==> src/hw/rtl/egbw_pkg.sv <==
// Shared types and constants of the Exp-Golomb bit writer.
`default_nettype none

package egbw_pkg;

    // Most result items that one request can produce.
    localparam int MAX_RESULTS = 8;

    // Bit accumulator: up to 7 pending bits plus a 32-bit field.
    localparam int ACC_W = 39;
    localparam int CNT_W = 6;

    // Width of byte positions and counts.
    localparam int IDX_W = 31;

    // Work list for one request, as handed from the front to the back.
    typedef struct packed {
        logic        restart;  // clear pending bits, byte count and overflow
        logic        pad;      // zero fill to the next byte boundary at the end
        logic [4:0]  n_a;      // length of the zero prefix
        logic [5:0]  n_b;      // length of the main field
        logic [31:0] val_b;    // main field, right-aligned and masked
    } t_desc;

    // One result entry before the per-request summary is attached.
    typedef struct packed {
        logic             has_byte;
        logic [7:0]       out_byte;
        logic [IDX_W-1:0] byte_index;
    } t_res_entry;

    // Values shared by all results of one request.
    typedef struct packed {
        logic [IDX_W-1:0] byte_count;
        logic             overflow;
        logic [3:0]       n_res;
    } t_summary;

endpackage

`default_nettype wire

==> src/hw/rtl/egbw_front.sv <==
// Front end: accepts requests and turns each into a work list for the back end.
`default_nettype none

module egbw_front (
    input  wire logic                i_clk,
    input  wire logic                i_rst_n,
    input  wire logic                i_push,
    output logic                     o_full,
    input  wire logic [2:0]          i_req_type,
    input  wire logic [31:0]         i_value,
    input  wire logic [5:0]          i_bit_count,
    input  wire logic                i_desc_full,
    output logic                     o_desc_we,
    output egbw_pkg::t_desc          o_desc
);

    localparam logic [2:0] REQ_PUT_BITS = 3'd0;
    localparam logic [2:0] REQ_UE       = 3'd1;
    localparam logic [2:0] REQ_SE       = 3'd2;
    localparam logic [2:0] REQ_TRAILING = 3'd3;
    localparam logic [2:0] REQ_ALIGN    = 3'd4;
    localparam logic [2:0] REQ_START    = 3'd5;
    localparam logic [2:0] REQ_RESTART  = 3'd6;

    // Number of significant bits of a word.
    function automatic logic [5:0] bit_length(input logic [31:0] w);
        logic [5:0] len;
        len = 6'd0;
        for (int i = 0; i < 32; i++) begin
            if (w[i]) begin
                len = 6'(i + 1);
            end
        end
        return len;
    endfunction

    logic        r_s1_valid;
    logic [2:0]  r_s1_req;
    logic [31:0] r_s1_word;
    logic [5:0]  r_s1_n;

    logic        accept;
    logic        advance;
    logic [5:0]  n_clamp;
    logic [31:0] field_mask;
    logic [31:0] neg_value;
    logic [31:0] in_word;
    logic [5:0]  code_len;

    assign advance = r_s1_valid && !i_desc_full;
    assign o_full  = r_s1_valid && i_desc_full;
    assign accept  = i_push && !o_full;

    // Input side: clamp and mask raw fields, form code words (value plus one).
    assign n_clamp    = (i_bit_count > 6'd32) ? 6'd32 : i_bit_count;
    assign field_mask = (n_clamp == 6'd32) ? 32'hFFFF_FFFF
                                           : ((32'd1 << n_clamp[4:0]) - 32'd1);
    assign neg_value  = 32'd0 - i_value;

    always_comb begin
        case (i_req_type)
            REQ_PUT_BITS: in_word = i_value & field_mask;
            REQ_UE:       in_word = i_value + 32'd1;
            REQ_SE: begin
                // Zero and negative values map to odd codes, positive to even.
                if (i_value[31] || (i_value == 32'd0)) begin
                    in_word = {neg_value[30:0], 1'b1};
                end else begin
                    in_word = {i_value[30:0], 1'b0};
                end
            end
            default:      in_word = i_value;
        endcase
    end

    // Request stage register.
    always_ff @(posedge i_clk) begin
        if (!i_rst_n) begin
            r_s1_valid <= 1'b0;
        end else if (accept) begin
            r_s1_valid <= 1'b1;
        end else if (advance) begin
            r_s1_valid <= 1'b0;
        end
    end

    always_ff @(posedge i_clk) begin
        if (accept) begin
            r_s1_req  <= i_req_type;
            r_s1_word <= in_word;
            r_s1_n    <= n_clamp;
        end
    end

    // Classify the staged request into a prefix, a field and a pad step.
    assign code_len  = bit_length(r_s1_word);
    assign o_desc_we = advance;

    always_comb begin
        o_desc = '0;
        unique case (r_s1_req) inside
            REQ_PUT_BITS: begin
                o_desc.n_b   = r_s1_n;
                o_desc.val_b = r_s1_word;
            end
            REQ_UE, REQ_SE: begin
                if (code_len != 6'd0) begin
                    o_desc.n_a   = 5'(code_len - 6'd1);
                    o_desc.n_b   = code_len;
                    o_desc.val_b = r_s1_word;
                end
            end
            REQ_TRAILING: begin
                o_desc.n_b   = 6'd1;
                o_desc.val_b = 32'd1;
                o_desc.pad   = 1'b1;
            end
            REQ_ALIGN: begin
                o_desc.pad = 1'b1;
            end
            REQ_START: begin
                o_desc.n_b   = 6'd32;
                o_desc.val_b = 32'd1;
            end
            REQ_RESTART: begin
                o_desc.restart = 1'b1;
            end
            default: begin
                o_desc = '0;
            end
        endcase
    end

endmodule

`default_nettype wire

==> src/hw/rtl/egbw_desc_fifo.sv <==
// Short queue of work lists between the front end and the back end.
`default_nettype none

module egbw_desc_fifo #(
    parameter int DEPTH = 4
) (
    input  wire logic             i_clk,
    input  wire logic             i_rst_n,
    input  wire logic             i_we,
    input  wire egbw_pkg::t_desc  i_desc,
    output logic                  o_full,
    input  wire logic             i_pop,
    output logic                  o_valid,
    output egbw_pkg::t_desc       o_desc
);

    localparam int PTR_W = (DEPTH > 1) ? $clog2(DEPTH) : 1;
    localparam int CNT_W = $clog2(DEPTH + 1);

    egbw_pkg::t_desc  r_mem [DEPTH];
    logic [PTR_W-1:0] r_wr;
    logic [PTR_W-1:0] r_rd;
    logic [CNT_W-1:0] r_cnt;

    logic do_pop;

    assign o_full  = (r_cnt == CNT_W'(DEPTH));
    assign o_valid = (r_cnt != '0);
    assign o_desc  = r_mem[r_rd];
    assign do_pop  = i_pop && o_valid;

    // Storage.
    always_ff @(posedge i_clk) begin
        if (i_we) begin
            r_mem[r_wr] <= i_desc;
        end
    end

    // Pointers and fill count.
    always_ff @(posedge i_clk) begin
        if (!i_rst_n) begin
            r_wr  <= '0;
            r_rd  <= '0;
            r_cnt <= '0;
        end else begin
            if (i_we) begin
                r_wr <= (r_wr == PTR_W'(DEPTH - 1)) ? '0 : r_wr + 1'b1;
            end
            if (do_pop) begin
                r_rd <= (r_rd == PTR_W'(DEPTH - 1)) ? '0 : r_rd + 1'b1;
            end
            if (i_we && !do_pop) begin
                r_cnt <= r_cnt + 1'b1;
            end else if (do_pop && !i_we) begin
                r_cnt <= r_cnt - 1'b1;
            end
        end
    end

endmodule

`default_nettype wire

==> src/hw/rtl/egbw_back.sv <==
// Back end: bit accumulator that loads fields and emits whole bytes, one step a cycle.
`default_nettype none

module egbw_back (
    input  wire logic                        i_clk,
    input  wire logic                        i_rst_n,
    input  wire logic                        i_cfg_valid,
    output logic                             o_cfg_ready,
    input  wire logic [egbw_pkg::IDX_W-1:0]  i_cfg_data,
    input  wire egbw_pkg::t_desc             i_desc,
    input  wire logic                        i_desc_valid,
    output logic                             o_desc_pop,
    input  wire logic                        i_room,
    output logic                             o_res_we,
    output egbw_pkg::t_res_entry             o_res,
    output logic                             o_sum_we,
    output egbw_pkg::t_summary               o_sum
);

    localparam int ACC_W = egbw_pkg::ACC_W;
    localparam int CNT_W = egbw_pkg::CNT_W;
    localparam int IDX_W = egbw_pkg::IDX_W;

    logic [IDX_W-1:0] r_cap;
    logic             r_active;
    logic             r_a_pend;
    logic             r_b_pend;
    logic             r_pad_pend;
    logic [ACC_W-1:0] r_acc;
    logic [CNT_W-1:0] r_cnt;
    logic [2:0]       r_keep;
    logic [IDX_W-1:0] r_bw;
    logic             r_ovf;
    logic [3:0]       r_nbytes;

    logic             n_active;
    logic             n_a_pend;
    logic             n_b_pend;
    logic             n_pad_pend;
    logic [ACC_W-1:0] n_acc;
    logic [CNT_W-1:0] n_cnt;
    logic [2:0]       n_keep;
    logic [IDX_W-1:0] n_bw;
    logic             n_ovf;
    logic [3:0]       n_nbytes;

    logic             go;
    logic             cur_a;
    logic             cur_b;
    logic             cur_pad;
    logic [3:0]       cur_nbytes;
    logic             ld_en;
    logic [31:0]      ld_val;
    logic [CNT_W-1:0] ld_n;
    logic [6:0]       pend;
    logic [ACC_W-1:0] ld_acc;
    logic [CNT_W-1:0] ld_total;
    logic [2:0]       ld_keep;
    logic [ACC_W-1:0] shifted;
    logic [7:0]       emit_byte;
    logic             done;

    assign o_cfg_ready = 1'b1;

    // Capacity register.
    always_ff @(posedge i_clk) begin
        if (!i_rst_n) begin
            r_cap <= '0;
        end else if (i_cfg_valid) begin
            r_cap <= i_cfg_data;
        end
    end

    // Work still open for the current request; a new request starts from its list.
    assign go         = r_active || (i_desc_valid && i_room);
    assign cur_a      = r_active ? r_a_pend   : (i_desc.n_a != 5'd0);
    assign cur_b      = r_active ? r_b_pend   : (i_desc.n_b != 6'd0);
    assign cur_pad    = r_active ? r_pad_pend : i_desc.pad;
    assign cur_nbytes = r_active ? r_nbytes   : 4'd0;

    // Field load: pending bits shifted up, new field below them.
    assign pend     = r_acc[6:0] & ((7'd1 << r_cnt[2:0]) - 7'd1);
    assign ld_acc   = ({32'd0, pend} << ld_n) | {7'd0, ld_val};
    assign ld_total = r_cnt + ld_n;
    assign ld_keep  = (ld_total > 6'd32) ? 3'(ld_total - 6'd32) : 3'd0;

    // Oldest whole byte of the accumulator.
    assign shifted   = r_acc >> (r_cnt - 6'd8);
    assign emit_byte = shifted[7:0];

    // Pick the next load step.
    always_comb begin
        ld_en  = 1'b0;
        ld_val = 32'd0;
        ld_n   = '0;
        if (go && !(!r_active && i_desc.restart) && (r_cnt < 6'd8)) begin
            if (cur_a) begin
                ld_en = 1'b1;
                ld_n  = {1'b0, i_desc.n_a};
            end else if (cur_b) begin
                ld_en  = 1'b1;
                ld_val = i_desc.val_b;
                ld_n   = i_desc.n_b;
            end else if (cur_pad && (r_cnt != '0)) begin
                ld_en = 1'b1;
                ld_n  = 6'd8 - r_cnt;
            end
        end
    end

    // One step: restart, emit a byte, drop the rest of a chunk on overflow, or load a field.
    always_comb begin
        n_active   = r_active;
        n_a_pend   = cur_a;
        n_b_pend   = cur_b;
        n_pad_pend = cur_pad;
        n_acc      = r_acc;
        n_cnt      = r_cnt;
        n_keep     = r_keep;
        n_bw       = r_bw;
        n_ovf      = r_ovf;
        n_nbytes   = cur_nbytes;
        o_res_we   = 1'b0;
        o_res      = '0;
        o_sum_we   = 1'b0;
        o_sum      = '0;
        o_desc_pop = 1'b0;
        done       = 1'b0;

        if (go) begin
            if (!r_active && i_desc.restart) begin
                n_cnt = '0;
                n_bw  = '0;
                n_ovf = 1'b0;
            end else if (r_cnt >= 6'd8) begin
                if (r_bw >= r_cap) begin
                    // Buffer full: drop what is left of this chunk.
                    n_ovf = 1'b1;
                    n_cnt = {3'd0, r_keep};
                end else begin
                    o_res_we         = 1'b1;
                    o_res.has_byte   = 1'b1;
                    o_res.out_byte   = emit_byte;
                    o_res.byte_index = r_bw;
                    n_bw             = r_bw + 1'b1;
                    n_cnt            = r_cnt - 6'd8;
                    n_nbytes         = cur_nbytes + 4'd1;
                end
            end else if (ld_en) begin
                n_acc  = ld_acc;
                n_cnt  = ld_total;
                n_keep = ld_keep;
                if (cur_a) begin
                    n_a_pend = 1'b0;
                end else if (cur_b) begin
                    n_b_pend = 1'b0;
                end else begin
                    n_pad_pend = 1'b0;
                end
            end

            done = (n_cnt < 6'd8) && !n_a_pend && !n_b_pend
                   && !(n_pad_pend && (n_cnt != '0));

            if (done) begin
                o_sum_we         = 1'b1;
                o_sum.byte_count = n_bw;
                o_sum.overflow   = n_ovf;
                o_sum.n_res      = (n_nbytes == 4'd0) ? 4'd1 : n_nbytes;
                if (n_nbytes == 4'd0) begin
                    // A request without bytes still gives one empty result.
                    o_res_we = 1'b1;
                    o_res    = '0;
                end
                o_desc_pop = 1'b1;
                n_active   = 1'b0;
            end else begin
                n_active = 1'b1;
            end
        end
    end

    // Control state.
    always_ff @(posedge i_clk) begin
        if (!i_rst_n) begin
            r_active   <= 1'b0;
            r_a_pend   <= 1'b0;
            r_b_pend   <= 1'b0;
            r_pad_pend <= 1'b0;
            r_cnt      <= '0;
            r_keep     <= '0;
            r_bw       <= '0;
            r_ovf      <= 1'b0;
            r_nbytes   <= '0;
        end else begin
            r_active   <= n_active;
            r_a_pend   <= n_a_pend;
            r_b_pend   <= n_b_pend;
            r_pad_pend <= n_pad_pend;
            r_cnt      <= n_cnt;
            r_keep     <= n_keep;
            r_bw       <= n_bw;
            r_ovf      <= n_ovf;
            r_nbytes   <= n_nbytes;
        end
    end

    // Accumulator bits; only the low r_cnt bits are meaningful.
    always_ff @(posedge i_clk) begin
        r_acc <= n_acc;
    end

endmodule

`default_nettype wire

==> src/hw/rtl/egbw_out.sv <==
// Result queue: byte entries plus per-request summaries, released when a request is complete.
`default_nettype none

module egbw_out #(
    parameter int DEPTH = 16
) (
    input  wire logic                        i_clk,
    input  wire logic                        i_rst_n,
    input  wire logic                        i_res_we,
    input  wire egbw_pkg::t_res_entry        i_res,
    input  wire logic                        i_sum_we,
    input  wire egbw_pkg::t_summary          i_sum,
    output logic                             o_room,
    output logic                             o_empty,
    input  wire logic                        i_pop,
    output logic                             o_has_byte,
    output logic [7:0]                       o_out_byte,
    output logic [egbw_pkg::IDX_W-1:0]       o_byte_index,
    output logic [egbw_pkg::IDX_W-1:0]       o_byte_count,
    output logic                             o_overflow,
    output logic                             o_last
);

    localparam int PTR_W = $clog2(DEPTH);
    localparam int CNT_W = $clog2(DEPTH + 1);

    egbw_pkg::t_res_entry r_res_mem [DEPTH];
    egbw_pkg::t_summary   r_sum_mem [DEPTH];
    logic [PTR_W-1:0]     r_res_wr;
    logic [PTR_W-1:0]     r_res_rd;
    logic [CNT_W-1:0]     r_res_cnt;
    logic [PTR_W-1:0]     r_sum_wr;
    logic [PTR_W-1:0]     r_sum_rd;
    logic [CNT_W-1:0]     r_sum_cnt;
    logic [2:0]           r_pos;

    egbw_pkg::t_res_entry head_res;
    egbw_pkg::t_summary   head_sum;
    logic                 do_pop;
    logic                 sum_pop;

    // Room for a whole request's results before the back end starts one.
    assign o_room = (r_res_cnt <= CNT_W'(DEPTH - egbw_pkg::MAX_RESULTS));

    // A result is visible only once its request's summary is in.
    assign head_res     = r_res_mem[r_res_rd];
    assign head_sum     = r_sum_mem[r_sum_rd];
    assign o_empty      = (r_sum_cnt == '0);
    assign o_has_byte   = head_res.has_byte;
    assign o_out_byte   = head_res.out_byte;
    assign o_byte_index = head_res.byte_index;
    assign o_byte_count = head_sum.byte_count;
    assign o_overflow   = head_sum.overflow;
    assign o_last       = (({1'b0, r_pos} + 4'd1) == head_sum.n_res);

    assign do_pop  = i_pop && !o_empty;
    assign sum_pop = do_pop && o_last;

    // Storage.
    always_ff @(posedge i_clk) begin
        if (i_res_we) begin
            r_res_mem[r_res_wr] <= i_res;
        end
        if (i_sum_we) begin
            r_sum_mem[r_sum_wr] <= i_sum;
        end
    end

    // Pointers, fill counts and position within the current request.
    always_ff @(posedge i_clk) begin
        if (!i_rst_n) begin
            r_res_wr  <= '0;
            r_res_rd  <= '0;
            r_res_cnt <= '0;
            r_sum_wr  <= '0;
            r_sum_rd  <= '0;
            r_sum_cnt <= '0;
            r_pos     <= '0;
        end else begin
            if (i_res_we) begin
                r_res_wr <= (r_res_wr == PTR_W'(DEPTH - 1)) ? '0 : r_res_wr + 1'b1;
            end
            if (do_pop) begin
                r_res_rd <= (r_res_rd == PTR_W'(DEPTH - 1)) ? '0 : r_res_rd + 1'b1;
            end
            if (i_res_we && !do_pop) begin
                r_res_cnt <= r_res_cnt + 1'b1;
            end else if (do_pop && !i_res_we) begin
                r_res_cnt <= r_res_cnt - 1'b1;
            end

            if (i_sum_we) begin
                r_sum_wr <= (r_sum_wr == PTR_W'(DEPTH - 1)) ? '0 : r_sum_wr + 1'b1;
            end
            if (sum_pop) begin
                r_sum_rd <= (r_sum_rd == PTR_W'(DEPTH - 1)) ? '0 : r_sum_rd + 1'b1;
            end
            if (i_sum_we && !sum_pop) begin
                r_sum_cnt <= r_sum_cnt + 1'b1;
            end else if (sum_pop && !i_sum_we) begin
                r_sum_cnt <= r_sum_cnt - 1'b1;
            end

            if (sum_pop) begin
                r_pos <= '0;
            end else if (do_pop) begin
                r_pos <= r_pos + 3'd1;
            end
        end
    end

endmodule

`default_nettype wire

==> src/hw/rtl/exp_golomb_bit_writer_top.sv <==
// Top level of the Exp-Golomb bit writer: front end, work queue, back end and result queue.
`default_nettype none

// MSB-first bit writer for RBSP data with Exp-Golomb codes. Requests enter through a
// queue-style port (push/full) at up to one per cycle and are classified by a one-stage
// front end into a zero prefix, a field and an optional pad step. The back end then
// works in steps: each nonempty load step, each whole byte it forms and each drop of
// the rest of a chunk on overflow is a step of its own, and a request with no work is
// a single step. The back end finishes one request before it starts the next, and its
// bit accumulator sets the sustained rate. Results leave through pop/empty; all results
// of a request appear together once the request is finished, since byte_count and
// overflow carry the values after the request. Capacity is to be written through the
// cfg channel only while the block is idle; the block itself does not enforce this.
module exp_golomb_bit_writer_top #(
    parameter int DESC_DEPTH = 4,
    parameter int RES_DEPTH  = 16
) (
    input  wire logic        i_clk,
    input  wire logic        i_rst_n,
    input  wire logic        i_cfg_valid,
    output logic             o_cfg_ready,
    input  wire logic [30:0] i_cfg_data,
    input  wire logic        push,
    output logic             full,
    input  wire logic [2:0]  i_req_type,
    input  wire logic [31:0] i_value,
    input  wire logic [5:0]  i_bit_count,
    output logic             empty,
    input  wire logic        pop,
    output logic             o_has_byte,
    output logic [7:0]       o_out_byte,
    output logic [30:0]      o_byte_index,
    output logic [30:0]      o_byte_count,
    output logic             o_overflow,
    output logic             o_last
);

    logic                 desc_we;
    egbw_pkg::t_desc      desc_in;
    logic                 desc_full;
    logic                 desc_pop;
    logic                 desc_valid;
    egbw_pkg::t_desc      desc_head;
    logic                 room;
    logic                 res_we;
    egbw_pkg::t_res_entry res_entry;
    logic                 sum_we;
    egbw_pkg::t_summary   sum_entry;

    // Request intake and classification.
    egbw_front u_front (
        .i_clk       (i_clk),
        .i_rst_n     (i_rst_n),
        .i_push      (push),
        .o_full      (full),
        .i_req_type  (i_req_type),
        .i_value     (i_value),
        .i_bit_count (i_bit_count),
        .i_desc_full (desc_full),
        .o_desc_we   (desc_we),
        .o_desc      (desc_in)
    );

    // Work queue between the two halves.
    egbw_desc_fifo #(
        .DEPTH (DESC_DEPTH)
    ) u_desc_fifo (
        .i_clk   (i_clk),
        .i_rst_n (i_rst_n),
        .i_we    (desc_we),
        .i_desc  (desc_in),
        .o_full  (desc_full),
        .i_pop   (desc_pop),
        .o_valid (desc_valid),
        .o_desc  (desc_head)
    );

    // Bit packing.
    egbw_back u_back (
        .i_clk        (i_clk),
        .i_rst_n      (i_rst_n),
        .i_cfg_valid  (i_cfg_valid),
        .o_cfg_ready  (o_cfg_ready),
        .i_cfg_data   (i_cfg_data),
        .i_desc       (desc_head),
        .i_desc_valid (desc_valid),
        .o_desc_pop   (desc_pop),
        .i_room       (room),
        .o_res_we     (res_we),
        .o_res        (res_entry),
        .o_sum_we     (sum_we),
        .o_sum        (sum_entry)
    );

    // Result queue.
    egbw_out #(
        .DEPTH (RES_DEPTH)
    ) u_out (
        .i_clk        (i_clk),
        .i_rst_n      (i_rst_n),
        .i_res_we     (res_we),
        .i_res        (res_entry),
        .i_sum_we     (sum_we),
        .i_sum        (sum_entry),
        .o_room       (room),
        .o_empty      (empty),
        .i_pop        (pop),
        .o_has_byte   (o_has_byte),
        .o_out_byte   (o_out_byte),
        .o_byte_index (o_byte_index),
        .o_byte_count (o_byte_count),
        .o_overflow   (o_overflow),
        .o_last       (o_last)
    );

endmodule

`default_nettype wire

==> config.mk <==
export PLATFORM = sky130hd
export DESIGN_NAME = exp_golomb_bit_writer_top
export DESIGN_NICKNAME = d
export VERILOG_FILES = /design/src/hw/rtl/egbw_pkg.sv /design/src/hw/rtl/egbw_front.sv /design/src/hw/rtl/egbw_desc_fifo.sv /design/src/hw/rtl/egbw_back.sv /design/src/hw/rtl/egbw_out.sv /design/src/hw/rtl/exp_golomb_bit_writer_top.sv
export SDC_FILE = /design/constraint.sdc
export NUM_CORES = 2
export LEC_CHECK = 0
export BUFFER_PORTS_ARGS = -buffer_cell sky130_fd_sc_hd__clkbuf_2
export CAP_MARGIN = 20
export CORE_ASPECT_RATIO = 1.5
export CORE_MARGIN = 10
export CORE_UTILIZATION = 40
export CTS_BUF_LIST = sky130_fd_sc_hd__clkbuf_8
export DETAILED_ROUTE_END_ITERATION = 12
export GPL_TIMING_DRIVEN = 0
export PLACE_DENSITY = 0.67
export SYNTH_ARGS = -nofsm -noshare
export SYNTH_HDL_FRONTEND = slang
export SYNTH_SLANG_ARGS = --single-unit
==> constraint.sdc <==
create_clock -name i_clk -period 11 [get_ports i_clk]
set_clock_uncertainty 0.2 [all_clocks]
set_input_delay 0 -clock i_clk [delete_from_list [all_inputs] [get_ports i_clk]]
set_output_delay 0 -clock i_clk [all_outputs]
set_load 0.005 [all_outputs]
==> impl_table.tex <==
\begin{tabular}{lr}
\hline
Metric & Value \\
\hline
\multicolumn{2}{l}{\textbf{Synth}} \\
\quad Seq cells post-synth & 1603 \\
\quad Sequential fraction of the synthesis area & between 60\% and 70\% \\
\quad Prevailing post-synth register cell & sky130\_fd\_sc\_hd\_\_edfxtp\_1 \\
\quad Syn\_area\_per\_cell & 17.0 um\^{}2 \\
\quad Count of distinct cell types in the synthesized netlist & 76 \\
\quad Synth Instances & $\sim$4.0k \\
\quad Syn nets & 4191 \\
\quad Number of synthesized flops with an enable pin & between 1k and 1.5k \\
\quad Synth warn & 0 \\
\quad Cell area after technology mapping & just under 0.07 mm\^{}2 \\
\quad Async set-reset flop share out of synthesis & 0\% \\
\multicolumn{2}{l}{\textbf{STA}} \\
\quad RSZ-0062 raised after global routing & no \\
\quad Max\_slew headroom & between 20 and 25\% \\
\quad Portion of the clock cycle consumed by the worst path in the final layout & 78.8\% \\
\quad Final-report setup violation count & 0 \\
\quad Post-Route Setup TNS & 0 ps \\
\quad Achievable clock frequency & $\sim$0.12 GHz \\
\quad Worst hold slack across all endpoints & 97.5 ps \\
\quad Number of pins exceeding their max-slew limit in the final report & 0 \\
\quad Fin crit period & 8670 ps \\
\quad Fin. Hold Viols & 0 \\
\quad Least-Margin Pin Slew & 1150 ps \\
\multicolumn{2}{l}{\textbf{Route}} \\
\quad Post-route DRC violation count & 0 \\
\quad Via count & between 40k and 50k \\
\quad Total wirelength of the detailed-routed design & 186 mm \\
\quad Number of detailed-route iterations in the first pass & 6 \\
\quad Antenna-violating nets left & 0 \\
\quad Average via count per standard cell & approximately 5.6 \\
\quad Average wire per standard cell & between 20 and 30 um \\
\quad Starting DRT DRC Count & 4141 \\
\multicolumn{2}{l}{\textbf{Floorplanning}} \\
\quad Height of the die & about 530 um \\
\quad DIE AREA & about 0.19 mm\^{}2 \\
\quad Top-level port count & approximately 150 \\
\quad Horiz. Die Dim & 358 um \\
\quad Starting Density & 40.3\% \\
\quad Core Region & $\sim$0.17 mm\^{}2 \\
\quad Cell Rows & 185 \\
\multicolumn{2}{l}{\textbf{Hold path}} \\
\quad Worst hold stages & 4 \\
\quad Min-Delay Startpoint & i\_value[24] \\
\quad Worst min-delay path class & input pin to register \\
\quad Hold Path End & u\_front.r\_s1\_word[24] \\
\multicolumn{2}{l}{\textbf{Cells and area}} \\
\quad Commonest cells after routing, fill and taps aside & sky130\_fd\_sc\_hd\_\_edfxtp\_1 (1476), sky130\_fd\_sc\_hd\_\_mux4\_2 (444), sky130\_fd\_sc\_hd\_\_dlygate4sd3\_1 (263) \\
\quad Post-route cell area & 0.0806 mm\^{}2 \\
\quad Share of post-route cells with drive strength above 1 & 21.1\% \\
\quad Final std cells w/o fill & between 7k and 8k \\
\quad NumNets Final & 4923 \\
\quad Area growth syn-to-layout & 17.8\% \\
\quad Most frequent standard cell in the layout excluding fill and tap cells & sky130\_fd\_sc\_hd\_\_edfxtp\_1 \\
\multicolumn{2}{l}{\textbf{GRT}} \\
\quad Wire length of the first global-routing pass & about 270 mm \\
\quad Total global-route track usage & between 10\% and 20\% \\
\quad Initial antenna violation count & 9 \\
\quad Overflow after GRT & 0 \\
\quad Number of global-route vias before repair & about 42k \\
\quad Maximum number of pins on one net before global-route repair & between 40 and 50 \\
\multicolumn{2}{l}{\textbf{Setup path}} \\
\quad Sort of element at the end of the critical path & register \\
\quad CP startpoint kind & register \\
\quad Register-to-Register Path Depth & 22 \\
\quad Reg-to-reg setup timing slack & 2330 ps \\
\quad WP data arrival & 9090 ps \\
\quad Max Fanout on Critical Path & 10 \\
\quad Worst reg2reg endpoint & u\_out.r\_res\_mem[2][23] \\
\quad Worst path required time & between 10000 and 15000 ps \\
\quad Critical path start-end classification & register to register \\
\multicolumn{2}{l}{\textbf{Pwr}} \\
\quad Total power consumption of the routed design & 14.5 mW \\
\quad Peak supply drop & around 0.16 mV \\
\quad Leak & 26.0 nW \\
\quad Cell Pwr Density & roughly 180 mW/mm\^{}2 \\
\multicolumn{2}{l}{\textbf{Placement}} \\
\quad Placer's final routability congestion estimate & 0.942 \\
\quad Post-detailed-placement cell area & roughly 0.073 mm\^{}2 \\
\quad HPWL after detailed placement & 125 mm \\
\quad Placed insts & 6489 \\
\quad PortBufs & 127 \\
\multicolumn{2}{l}{\textbf{Clocking}} \\
\quad Buffers from clock root to sink, at most & 3 \\
\quad Clk slew on worst S/H paths & 70 ps \\
\quad Skew-Pair Late Insertion Delay & slightly below 1000 ps \\
\quad CTS root buf & sky130\_fd\_sc\_hd\_\_clkbuf\_8 \\
\quad Clock tree from TritonCTS & yes \\
\quad Number of clock buffers inserted by TritonCTS & 222 \\
\quad Number of clock sinks & 1603 \\
\quad H-tree lvl count & 4 \\
\quad Post-CTS setup repair buffer count & 0 \\
\quad Number of cells upsized or downsized after cts & 0 \\
\multicolumn{2}{l}{\textbf{Status}} \\
\quad Status & complete, no violations \\
\multicolumn{2}{l}{\textbf{Run}} \\
\quad Max Cap Viol & 0 \\
\hline
\end{tabular}
## metrics by stage
stage	setup WS (ps)	utilization (%)
final	2330	47.5
after global routing	1830	47.5
after CTS	2400	47.2
after detailed placement	2470	43.2
after global placement	-3000	42.3
after floorplan	2520	-
## state kept, by name, summed over array words and instances (netlist names), 2 cells and up, named ones only
signal,count
u_desc_fifo.r_rd,2
u_front.r_s1_req,3
u_desc_fifo.r_wr,2
u_back.r_cap,31
u_back.r_acc,39
u_back.r_nbytes,4
u_out.r_res_mem,640
u_out.r_res_cnt,5
u_front.r_s1_word,32
u_out.r_res_wr,4
u_out.r_pos,3
u_out.r_sum_cnt,5
u_desc_fifo.r_mem,180
u_desc_fifo.r_cnt,3
u_out.r_res_rd,4
u_out.r_sum_mem,576
u_back.r_bw,31
u_back.r_keep,3
u_out.r_sum_wr,4
u_out.r_sum_rd,4
u_front.r_s1_n,6
u_back.r_cnt,6
## logic make-up after synthesis
family | share of synthesized area, %
AO/OA/AOI/OAI | 4.82
XOR/XNOR | 1.22
adder cells (fa/ha/maj) | 1.54
buffers and inverters | 1.84
flip-flops | 68.5
multiplexers | 16.0
other | 0.00548
AND/OR/NAND/NOR | 6.17
## Yosys cell counts (52+ instances only)
cell type	number	area, um^2
sky130_fd_sc_hd__edfxtp_1	1476	44300
sky130_fd_sc_hd__inv_1	91	342
sky130_fd_sc_hd__nand3_1	52	260
sky130_fd_sc_hd__ha_1	77	963
sky130_fd_sc_hd__nand2_1	215	807
sky130_fd_sc_hd__a21oi_1	137	686
sky130_fd_sc_hd__and2_1	68	425
sky130_fd_sc_hd__o21ai_0	151	756
sky130_fd_sc_hd__mux2i_1	80	801
sky130_fd_sc_hd__mux4_2	444	10000
sky130_fd_sc_hd__nor3_1	64	320
sky130_fd_sc_hd__dfxtp_1	127	2540
sky130_fd_sc_hd__nor2_1	218	818
sky130_fd_sc_hd__nor2b_1	111	694
sky130_fd_sc_hd__clkbuf_1	196	736
## power by group
group	internal (mW)	switching (mW)	total, mW
clock network	2.09	2.26	4.35
logic	1.27	1.83	3.10
registers	6.92	0.151	7.07
total	10.3	4.24	14.5
## repair_timing
item / in CTS / in global routing
endpoints found under the setup margin: 0 / 0
hold buffers: 263 / 0
endpoints found under the hold margin: 209 / 0
## layer usage
metal  global-route usage (%)  share of wire [%]
met3                     3.78                6.7
met5                        0              0.038
met1                     23.1                 37
met4                     7.11                3.8
met2                     34.4                 52
## worst max-delay path: stages, from the launching register on
cell	delay, ps
sky130_fd_sc_hd__dfxtp_1	320
sky130_fd_sc_hd__clkbuf_1	440
sky130_fd_sc_hd__clkbuf_1	590
sky130_fd_sc_hd__mux4_2	500
sky130_fd_sc_hd__o41ai_2	770
sky130_fd_sc_hd__nand2_1	400
sky130_fd_sc_hd__nor3_2	710
sky130_fd_sc_hd__inv_1	130
sky130_fd_sc_hd__clkbuf_1	280
sky130_fd_sc_hd__fa_1	470
sky130_fd_sc_hd__inv_1	70
sky130_fd_sc_hd__a21o_1	100
sky130_fd_sc_hd__a21oi_1	70
sky130_fd_sc_hd__xnor2_1	130
sky130_fd_sc_hd__a22oi_1	240
sky130_fd_sc_hd__nor2_1	90
sky130_fd_sc_hd__or3_4	350
sky130_fd_sc_hd__o41ai_4	720
sky130_fd_sc_hd__nand2_1	400
sky130_fd_sc_hd__nor3_2	780
sky130_fd_sc_hd__buf_8	230
sky130_fd_sc_hd__buf_6	160
sky130_fd_sc_hd__buf_6	160
## layout make-up
| type | count | area (um^2) |
|---|---|---|
| diodes | 4 | 10.0 |
| clock inverters | 187 | 1080 |
| plain buffers | 234 | 897 |
| flip-flops and latches | 1603 | 46900 |
| fillers | 14300 | 89300 |
| well taps | 2244 | 2810 |
| inverters | 97 | 364 |
| clock buffers | 224 | 3080 |
| repair buffers | 508 | 5040 |
| multi-input cells | 2099 | 20500 |
## how the worst max path moves through the flow
stage / cells past startpoint / to / slack (ps)
6_report: 22 / u_out.r_res_mem[2][23] / 2330
5_1_grt: 27 / u_out.r_sum_cnt[4] / 1830
4_1_cts: 22 / u_out.r_res_mem[2][23] / 2400
3_5_place_dp: 21 / u_out.r_res_mem[3][15] / 2470
3_3_place_gp: 19 / u_out.r_res_mem[2][16] / -3000
2_1_floorplan: 20 / u_out.r_res_mem[3][0] / 2520
Power figures use the tool's default switching activity.
